## src/tcs_pkg.sv

```systemverilog
// Package for the TCP checksum generator: item, state and result types,
// protocol constants and the end-around fold helpers. No dependencies.
package tcs_pkg;

    localparam int unsigned APB_ADDR_W  = 3;
    localparam int unsigned APB_DATA_W  = 32;
    localparam int unsigned HDR_SUM_W   = 20;   // fifteen 16-bit words fit in 20 bits

    localparam logic [APB_ADDR_W-1:0] REG_LOCAL_ADDR = 3'd0;

    localparam logic [15:0] IP_PROTO_TCP      = 16'd6;
    localparam logic [15:0] TCP_HEADER_BYTES  = 16'd20;
    localparam logic [15:0] DATA_OFFSET_WORDS = 16'd5;
    localparam logic [15:0] NIBBLE_MASK       = 16'h000F;
    localparam logic [15:0] ODD_BYTE_MASK     = 16'hFF00;

    typedef enum logic {
        CMD_HEADER  = 1'b0,
        CMD_PAYLOAD = 1'b1
    } t_command;

    typedef struct packed {
        t_command    command;
        logic [31:0] dest_address;
        logic [31:0] seq_number;
        logic [31:0] ack_number;
        logic [7:0]  flag_bits;
        logic [15:0] window;
        logic [15:0] urgent_pointer;
        logic [15:0] source_port;
        logic [15:0] dest_port;
        logic [15:0] payload_length;
        logic [15:0] payload_word;
        logic        last_word;
    } t_item;

    typedef struct packed {
        logic [15:0] running_sum;
        logic        odd_length;
        logic        in_segment;
    } t_seg_state;

    typedef struct packed {
        logic        valid;
        logic [15:0] checksum;
    } t_result;

    // one end-around fold of a 17-bit sum
    function automatic logic [15:0] f_fold17(input logic [16:0] s);
        f_fold17 = s[15:0] + {15'd0, s[16]};
    endfunction

    // wide sum down to 16 bits; two folds suffice below 2^20
    function automatic logic [15:0] f_fold_wide(input logic [HDR_SUM_W-1:0] s);
        logic [16:0] t;
        t = {1'b0, s[15:0]} + {13'd0, s[HDR_SUM_W-1:16]};
        f_fold_wide = f_fold17(t);
    endfunction

endpackage

```

## src/tcs_in_if.sv

```systemverilog
// Input channel of the TCP checksum generator: valid/ready plus item fields.
// No dependencies.
interface tcs_in_if;
    logic        valid;
    logic        ready;
    logic        command;
    logic [31:0] dest_address;
    logic [31:0] seq_number;
    logic [31:0] ack_number;
    logic [7:0]  flag_bits;
    logic [15:0] window;
    logic [15:0] urgent_pointer;
    logic [15:0] source_port;
    logic [15:0] dest_port;
    logic [15:0] payload_length;
    logic [15:0] payload_word;
    logic        last_word;

    modport source (
        output valid, command, dest_address, seq_number, ack_number, flag_bits,
               window, urgent_pointer, source_port, dest_port, payload_length,
               payload_word, last_word,
        input  ready
    );

    modport sink (
        input  valid, command, dest_address, seq_number, ack_number, flag_bits,
               window, urgent_pointer, source_port, dest_port, payload_length,
               payload_word, last_word,
        output ready
    );
endinterface

```

## src/tcs_out_if.sv

```systemverilog
// Result channel of the TCP checksum generator: valid/ready plus checksum.
// No dependencies.
interface tcs_out_if;
    logic        valid;
    logic        ready;
    logic [15:0] checksum;

    modport source (output valid, checksum, input ready);
    modport sink   (input valid, checksum, output ready);
endinterface

```

## src/tcs_sum_unit.sv

```systemverilog
// Combinational checksum step: header or payload item against segment state.
// Depends on tcs_pkg.
module tcs_sum_unit
    import tcs_pkg::*;
(
    input  t_item       i_item,
    input  t_seg_state  i_state,
    input  logic [31:0] i_local_address,
    output t_seg_state  o_state,
    output t_result     o_result
);

    logic [HDR_SUM_W-1:0] hdr_wide;
    logic [15:0]          hdr_sum;
    logic [15:0]          tcp_length;
    logic [15:0]          offset_flags;
    logic [15:0]          word_masked;
    logic [15:0]          pay_sum;

    assign tcp_length   = TCP_HEADER_BYTES + i_item.payload_length;   // wraps mod 2^16
    assign offset_flags = ((DATA_OFFSET_WORDS & NIBBLE_MASK) << 12) | {8'd0, i_item.flag_bits};

    // pseudo-header plus header words, folded to 16 bits at the end
    assign hdr_wide = HDR_SUM_W'(i_local_address[31:16]) + HDR_SUM_W'(i_local_address[15:0])
                    + HDR_SUM_W'(i_item.dest_address[31:16])
                    + HDR_SUM_W'(i_item.dest_address[15:0])
                    + HDR_SUM_W'(IP_PROTO_TCP) + HDR_SUM_W'(tcp_length)
                    + HDR_SUM_W'(i_item.source_port) + HDR_SUM_W'(i_item.dest_port)
                    + HDR_SUM_W'(i_item.seq_number[31:16]) + HDR_SUM_W'(i_item.seq_number[15:0])
                    + HDR_SUM_W'(i_item.ack_number[31:16]) + HDR_SUM_W'(i_item.ack_number[15:0])
                    + HDR_SUM_W'(offset_flags) + HDR_SUM_W'(i_item.window)
                    + HDR_SUM_W'(i_item.urgent_pointer);
    assign hdr_sum = f_fold_wide(hdr_wide);

    // odd final byte padded with zero
    assign word_masked = (i_item.last_word && i_state.odd_length)
                       ? (i_item.payload_word & ODD_BYTE_MASK) : i_item.payload_word;
    assign pay_sum = f_fold17({1'b0, i_state.running_sum} + {1'b0, word_masked});

    always_comb begin
        o_state  = i_state;
        o_result = '0;
        case (i_item.command)
            CMD_HEADER: begin
                o_state.running_sum = hdr_sum;
                if (i_item.payload_length == 16'd0) begin
                    o_state.odd_length = 1'b0;
                    o_state.in_segment = 1'b0;
                    o_result.valid     = 1'b1;
                    o_result.checksum  = ~hdr_sum;
                end else begin
                    o_state.odd_length = i_item.payload_length[0];
                    o_state.in_segment = 1'b1;
                end
            end
            CMD_PAYLOAD: begin
                if (i_state.in_segment) begin
                    o_state.running_sum = pay_sum;
                    if (i_item.last_word) begin
                        o_state.in_segment = 1'b0;
                        o_result.valid     = 1'b1;
                        o_result.checksum  = ~pay_sum;
                    end
                end
            end
            default: begin
                o_state  = i_state;
                o_result = '0;
            end
        endcase
    end

endmodule

```

## src/tcp_checksum_generator_top.sv

```systemverilog
// A result passes from the input transfer that completes it through the input
// register, then the sum logic, into the result register.
// Throughput: one item per cycle, header or payload; a stalled result only holds
// the input register when the waiting item would itself produce a checksum.
// Reset (i_rst_n low, synchronous): both channels empty, segment state cleared,
// local_address back to zero.
module tcp_checksum_generator_top
    import tcs_pkg::*;
(
    input  logic                  i_clk,
    input  logic                  i_rst_n,
    tcs_in_if.sink                i_in,
    tcs_out_if.source             o_out,
    // APB-style configuration port
    input  logic                  psel,
    input  logic                  penable,
    input  logic                  pwrite,
    input  logic [APB_ADDR_W-1:0] paddr,
    input  logic [APB_DATA_W-1:0] pwdata,
    output logic [APB_DATA_W-1:0] prdata,
    output logic                  pready
);

    // ---- configuration ------------------------------------------------------
    logic [31:0] r_local_address;
    logic        cfg_write;

    assign pready    = 1'b1;
    assign cfg_write = psel && penable && pwrite && (paddr == REG_LOCAL_ADDR);
    assign prdata    = (paddr == REG_LOCAL_ADDR) ? r_local_address : '0;

    always_ff @(posedge i_clk) begin
        if (!i_rst_n) begin
            r_local_address <= '0;
        end else if (cfg_write) begin
            r_local_address <= pwdata;
        end
    end

    // ---- input register -----------------------------------------------------
    // Holds one item; it moves on whenever its result (if any) has room.
    logic       r_in_valid;
    t_item      r_item;
    logic       in_xfer;
    logic       advance;

    t_seg_state r_state;
    t_seg_state n_state;
    t_result    step_res;

    logic        r_out_valid;
    logic [15:0] r_out_checksum;

    assign advance    = r_in_valid && (!step_res.valid || !r_out_valid || o_out.ready);
    assign i_in.ready = !r_in_valid || advance;
    assign in_xfer    = i_in.valid && i_in.ready;

    always_ff @(posedge i_clk) begin
        if (!i_rst_n) begin
            r_in_valid <= 1'b0;
        end else if (in_xfer) begin
            r_in_valid <= 1'b1;
        end else if (advance) begin
            r_in_valid <= 1'b0;
        end
    end

    // payload register, no reset needed
    always_ff @(posedge i_clk) begin
        if (in_xfer) begin
            r_item.command        <= t_command'(i_in.command);
            r_item.dest_address   <= i_in.dest_address;
            r_item.seq_number     <= i_in.seq_number;
            r_item.ack_number     <= i_in.ack_number;
            r_item.flag_bits      <= i_in.flag_bits;
            r_item.window         <= i_in.window;
            r_item.urgent_pointer <= i_in.urgent_pointer;
            r_item.source_port    <= i_in.source_port;
            r_item.dest_port      <= i_in.dest_port;
            r_item.payload_length <= i_in.payload_length;
            r_item.payload_word   <= i_in.payload_word;
            r_item.last_word      <= i_in.last_word;
        end
    end

    // ---- sum logic and segment state ----------------------------------------
    tcs_sum_unit u_sum (
        .i_item          (r_item),
        .i_state         (r_state),
        .i_local_address (r_local_address),
        .o_state         (n_state),
        .o_result        (step_res)
    );

    // state only changes when the item leaves the input register
    always_ff @(posedge i_clk) begin
        if (!i_rst_n) begin
            r_state <= '0;
        end else if (advance) begin
            r_state <= n_state;
        end
    end

    // ---- result register ----------------------------------------------------
    always_ff @(posedge i_clk) begin
        if (!i_rst_n) begin
            r_out_valid <= 1'b0;
        end else if (advance && step_res.valid) begin
            r_out_valid <= 1'b1;
        end else if (o_out.ready) begin
            r_out_valid <= 1'b0;
        end
    end

    always_ff @(posedge i_clk) begin
        if (advance && step_res.valid) begin
            r_out_checksum <= step_res.checksum;
        end
    end

    assign o_out.valid    = r_out_valid;
    assign o_out.checksum = r_out_checksum;

endmodule

```

## src/flat_wrapper.sv

```systemverilog
// flat-port wrapper written by rule: the top's interface ports become plain ports
module tcp_checksum_generator_top_flat import tcs_pkg::*;
  (i_clk, i_rst_n, psel, penable, pwrite, paddr, pwdata, prdata, pready, i_in_valid, i_in_command, i_in_dest_address, i_in_seq_number, i_in_ack_number, i_in_flag_bits, i_in_window, i_in_urgent_pointer, i_in_source_port, i_in_dest_port, i_in_payload_length, i_in_payload_word, i_in_last_word, i_in_ready, o_out_valid, o_out_checksum, o_out_ready);
  tcs_in_if i_in_i ();
  tcs_out_if o_out_i ();
  input  logic i_clk;
  input  logic i_rst_n;
  input  logic psel;
  input  logic penable;
  input  logic pwrite;
  input  logic [APB_ADDR_W-1:0] paddr;
  input  logic [APB_DATA_W-1:0] pwdata;
  output logic [APB_DATA_W-1:0] prdata;
  output logic pready;
  input wire logic [$bits(i_in_i.valid)-1:0] i_in_valid;
  input wire logic [$bits(i_in_i.command)-1:0] i_in_command;
  input wire logic [$bits(i_in_i.dest_address)-1:0] i_in_dest_address;
  input wire logic [$bits(i_in_i.seq_number)-1:0] i_in_seq_number;
  input wire logic [$bits(i_in_i.ack_number)-1:0] i_in_ack_number;
  input wire logic [$bits(i_in_i.flag_bits)-1:0] i_in_flag_bits;
  input wire logic [$bits(i_in_i.window)-1:0] i_in_window;
  input wire logic [$bits(i_in_i.urgent_pointer)-1:0] i_in_urgent_pointer;
  input wire logic [$bits(i_in_i.source_port)-1:0] i_in_source_port;
  input wire logic [$bits(i_in_i.dest_port)-1:0] i_in_dest_port;
  input wire logic [$bits(i_in_i.payload_length)-1:0] i_in_payload_length;
  input wire logic [$bits(i_in_i.payload_word)-1:0] i_in_payload_word;
  input wire logic [$bits(i_in_i.last_word)-1:0] i_in_last_word;
  output wire logic [$bits(i_in_i.ready)-1:0] i_in_ready;
  output wire logic [$bits(o_out_i.valid)-1:0] o_out_valid;
  output wire logic [$bits(o_out_i.checksum)-1:0] o_out_checksum;
  input wire logic [$bits(o_out_i.ready)-1:0] o_out_ready;
  assign i_in_i.valid = i_in_valid;
  assign i_in_i.command = i_in_command;
  assign i_in_i.dest_address = i_in_dest_address;
  assign i_in_i.seq_number = i_in_seq_number;
  assign i_in_i.ack_number = i_in_ack_number;
  assign i_in_i.flag_bits = i_in_flag_bits;
  assign i_in_i.window = i_in_window;
  assign i_in_i.urgent_pointer = i_in_urgent_pointer;
  assign i_in_i.source_port = i_in_source_port;
  assign i_in_i.dest_port = i_in_dest_port;
  assign i_in_i.payload_length = i_in_payload_length;
  assign i_in_i.payload_word = i_in_payload_word;
  assign i_in_i.last_word = i_in_last_word;
  assign i_in_ready = i_in_i.ready;
  assign o_out_valid = o_out_i.valid;
  assign o_out_checksum = o_out_i.checksum;
  assign o_out_i.ready = o_out_ready;
  tcp_checksum_generator_top u_core (.i_clk(i_clk), .i_rst_n(i_rst_n), .i_in(i_in_i), .o_out(o_out_i), .psel(psel), .penable(penable), .pwrite(pwrite), .paddr(paddr), .pwdata(pwdata), .prdata(prdata), .pready(pready));
endmodule
```

## config.mk

```make
export PLATFORM = sky130hd
export DESIGN_NAME = tcp_checksum_generator_top_flat
export DESIGN_NICKNAME = d
export VERILOG_FILES = /design/src/tcs_pkg.sv /design/src/tcs_in_if.sv /design/src/tcs_out_if.sv /design/src/tcs_sum_unit.sv /design/src/tcp_checksum_generator_top.sv /design/src/flat_wrapper.sv
export SDC_FILE = /design/constraint.sdc
export NUM_CORES = 1
export LEC_CHECK = 0
export BUFFER_PORTS_ARGS = -buffer_cell sky130_fd_sc_hd__buf_4
export CORE_ASPECT_RATIO = 0.6
export CORE_MARGIN = 1.5
export CORE_UTILIZATION = 52
export CTS_CLUSTER_DIAMETER = 100
export CTS_CLUSTER_SIZE = 10
export DETAILED_ROUTE_END_ITERATION = 8
export PLACE_DENSITY_LB_ADDON = 0.15
export SETUP_SLACK_MARGIN = 0.3
export SYNTH_ARGS = -nofsm -noshare
export SYNTH_HDL_FRONTEND = slang
export SYNTH_HIERARCHICAL = 1
export SYNTH_SLANG_ARGS = --single-unit
```

## constraint.sdc

```tcl
create_clock -name i_clk -period 16.8 [get_ports i_clk]
set_input_delay 3.36 -clock i_clk [delete_from_list [all_inputs] [get_ports i_clk]]
set_output_delay 3.36 -clock i_clk [all_outputs]
set_load 0.02 [all_outputs]
```

==> flow_summary.json <==
{
  "status": "finished clean",
  "start_util_pct": 53.5,
  "post-route-min-period_ps": 10550,
  "r2r_end": "u_core/o_out.checksum[15]",
  "worstSetupStartpointType": "register",
  "grt_max_degree": 103,
  "yosysTopAreaCell": "edfxtp_1",
  "post-route-drc-count": 0,
  "hold_path_end": "u_core/r_local_address[3]",
  "port_buffers": 293,
  "hp-class": "register to register",
  "rsz0062_at_grt": "false",
  "layout_common_cells": "buf_4, inv_1, edfxtp_1, fa_1, nand2_1",
  "clock-sinks": 270,
  "syn-num-nets": 1970,
  "ys_warn_count": 6,
  "die-area_um2": 35000,
  "max_freq_ghz": 0.0948,
  "cap_violations": 0,
  "vias": 11756,
  "worst_slew_pin_slew_ps": 1100,
  "placementRows": 51,
  "synthTopCellsByArea": "edfxtp_1, fa_1, dfxtp_1, inv_1, ha_1",
  "drt_pass1_iterations": 5,
  "core_area_um2": 32900,
  "cp_max_fo": 5,
  "fp.dieW_um": 240,
  "drt-initial-drc-count": 915,
  "synth_top_flop_cell": "edfxtp_1",
  "antenna_found_initial": 3,
  "hold_path_depth": 2,
  "dieHeight_um": 145,
  "grt.total_usage_pct": 24.2,
  "cts_buffers": 30,
  "synth.distinct_cells": 89,
  "viasPerCell": 5.25,
  "h-tree-depth": 1,
  "syn_area_per_cell_um2": 11.9,
  "cts_root_buf": "clkbuf_16",
  "endpoint_kind": "register",
  "hold_viol": 0,
  "io_pins": 295,
  "ctsResizeCount": 0,
  "worstRegToRegCells": 36,
  "cts_tree": "done",
  "synth_cells": 1477,
  "cp.required_ps": 17090,
  "final_common_cell": "buf_4",
  "ys_ff_latch": 270,
  "overflow": 0,
  "nets": 2261,
  "grt_pass1_wl_mm": 65.4,
  "syn-cell-area_um2": 17600,
  "r2r_start": "u_core/r_item[107]",
  "period_share_pct": 62.8,
  "slew_headroom_pct": 26.5,
  "reg2reg_setup_slack_ps": 6250,
  "place_congestion": 0.923,
  "synth_edf_count": 218,
  "ys_seq_area_share_pct": 43.2,
  "drt_wl_total_mm": 41.0,
  "setup_viol": 0,
  "crit_type": "register to register",
  "syn_to_final_growth_pct": 19.6,
  "clk_pin_slew_ps": 60,
  "crit_arrival_ps": 10840,
  "grt_pass1_vias": 12216,
  "wl_per_cell_um": 18.3,
  "ant_nets": 0,
  "diodes": 0,
  "slowest_stage": "fa_1",
  "setup_tns_ps": 0,
  "clk_path_buf_depth": 3,
  "finalClockSkew_ps": 30.6,
  "clk_latency_ps": 580,
  "cts_hold_buf": 0,
  "cts_setup_buffers": 0,
  "cpMostUsedCell": "fa_1",
  "drive_gt1_share_pct": 20.7,
  "hold_path_startpoint": "u_core/r_local_address[3]",
  "yosysTopAreaCellShare_pct": 37.2,
  "dp_hpwl_mm": 31.9,
  "ys_async_sr_fraction_pct": 0,
  "cpPeakStageDelay_ps": 550,
  "drv_slew": 0
}
metal layers:
layer / vias to the layer above / wire length (um) / global-route usage, % / share of wire (%)
met5: - / 36 / 0 / 0.088
met4: 6 / 750 / 4.34 / 1.8
met3: 59 / 3330 / 5.90 / 8.1
met2: 432 / 17800 / 36.1 / 43
met1: 5759 / 19100 / 36.3 / 47
li1: 5500 / - / - / -
registers in the layout, summed over array words and instances, names as in the netlist:
name                    cells
u_core/r_item             202
u_core/r_state             18
u_core/o_out.checksum      16
u_core/o_out.valid          1
u_core/r_in_valid           1
u_core/r_local_address     32
cell type report:
cell class | instances | area (um2)
Inverter | 271 | 1020
Tap cell | 450 | 563
Fill cell | 2587 | 11800
Clock buffer | 55 | 866
Sequential cell | 270 | 7590
Multi-Input combinational cell | 895 | 8740
Timing Repair Buffer | 300 | 2250
how the worst max path moves through the flow:
stage / start / endpoint / depth (start not counted)
2_1_floorplan: u_core/r_item[107] / u_core/o_out.checksum[15] / 36
3_3_place_gp: u_core/r_item[107] / u_core/o_out.checksum[15] / 36
3_5_place_dp: u_core/r_item[107] / u_core/r_state[17] / 38
4_1_cts: u_core/r_item[107] / u_core/o_out.checksum[15] / 36
5_1_grt: u_core/r_item[107] / u_core/r_state[17] / 38
6_report: u_core/r_item[107] / u_core/o_out.checksum[15] / 36
logic make-up (layout without fill, tap and decap cells):
logic type / Yosys count / after routing / synth area share (%)
AOI/OAI and AO/OA: 170 / 170 / 6.92
and+or+nand+nor: 352 / 352 / 10.5
buffers and inverters: 312 / 626 / 7.22
muxes: 60 / 60 / 3.46
adders and majority gates: 249 / 249 / 25.6
xor gates and xnor gates: 63 / 63 / 3.18
other: 1 / 1 / 0.0213
DFF: 270 / 270 / 43.2
cells in the mapped netlist, drive strengths merged, types with 13 or more instances:
master	instances
a211oi	13
a21o	15
a21oi	35
and2	52
and3	15
buf	18
clkbuf	23
dfxtp	52
edfxtp	218
fa	184
ha	65
inv	271
mux2i	54
nand2	137
nand3	18
nand4	14
nor2	44
nor3	16
o21ai	35
xnor2	28
xor2	35
critical path, delay by kind of cell, from the launching register on:
family,cells,cell delay [ps]
compound gates,13,3100
xor+xnor,1,120
fa+ha+maj,9,4100
buf+inv,4,220
flops,1,390
simple gates,9,2300
through the flow:
step           cells  util, %  setup WS, ps  area (um2)  hold WS, ps
2_1_floorplan   1477        -          7170       17600          443
3_3_place_gp    2186     61.3          6600       20200          456
3_5_place_dp    2186     61.3          6350       20200          467
4_1_cts         2241     64.0          6310       21000          473
5_1_grt         2241     64.0          5610       21000          504
6_report        2241     64.0          6250       21000          475
Power is not shown: default switching activity piles up to over one toggle a cycle in this logic, so the estimate is an artifact.
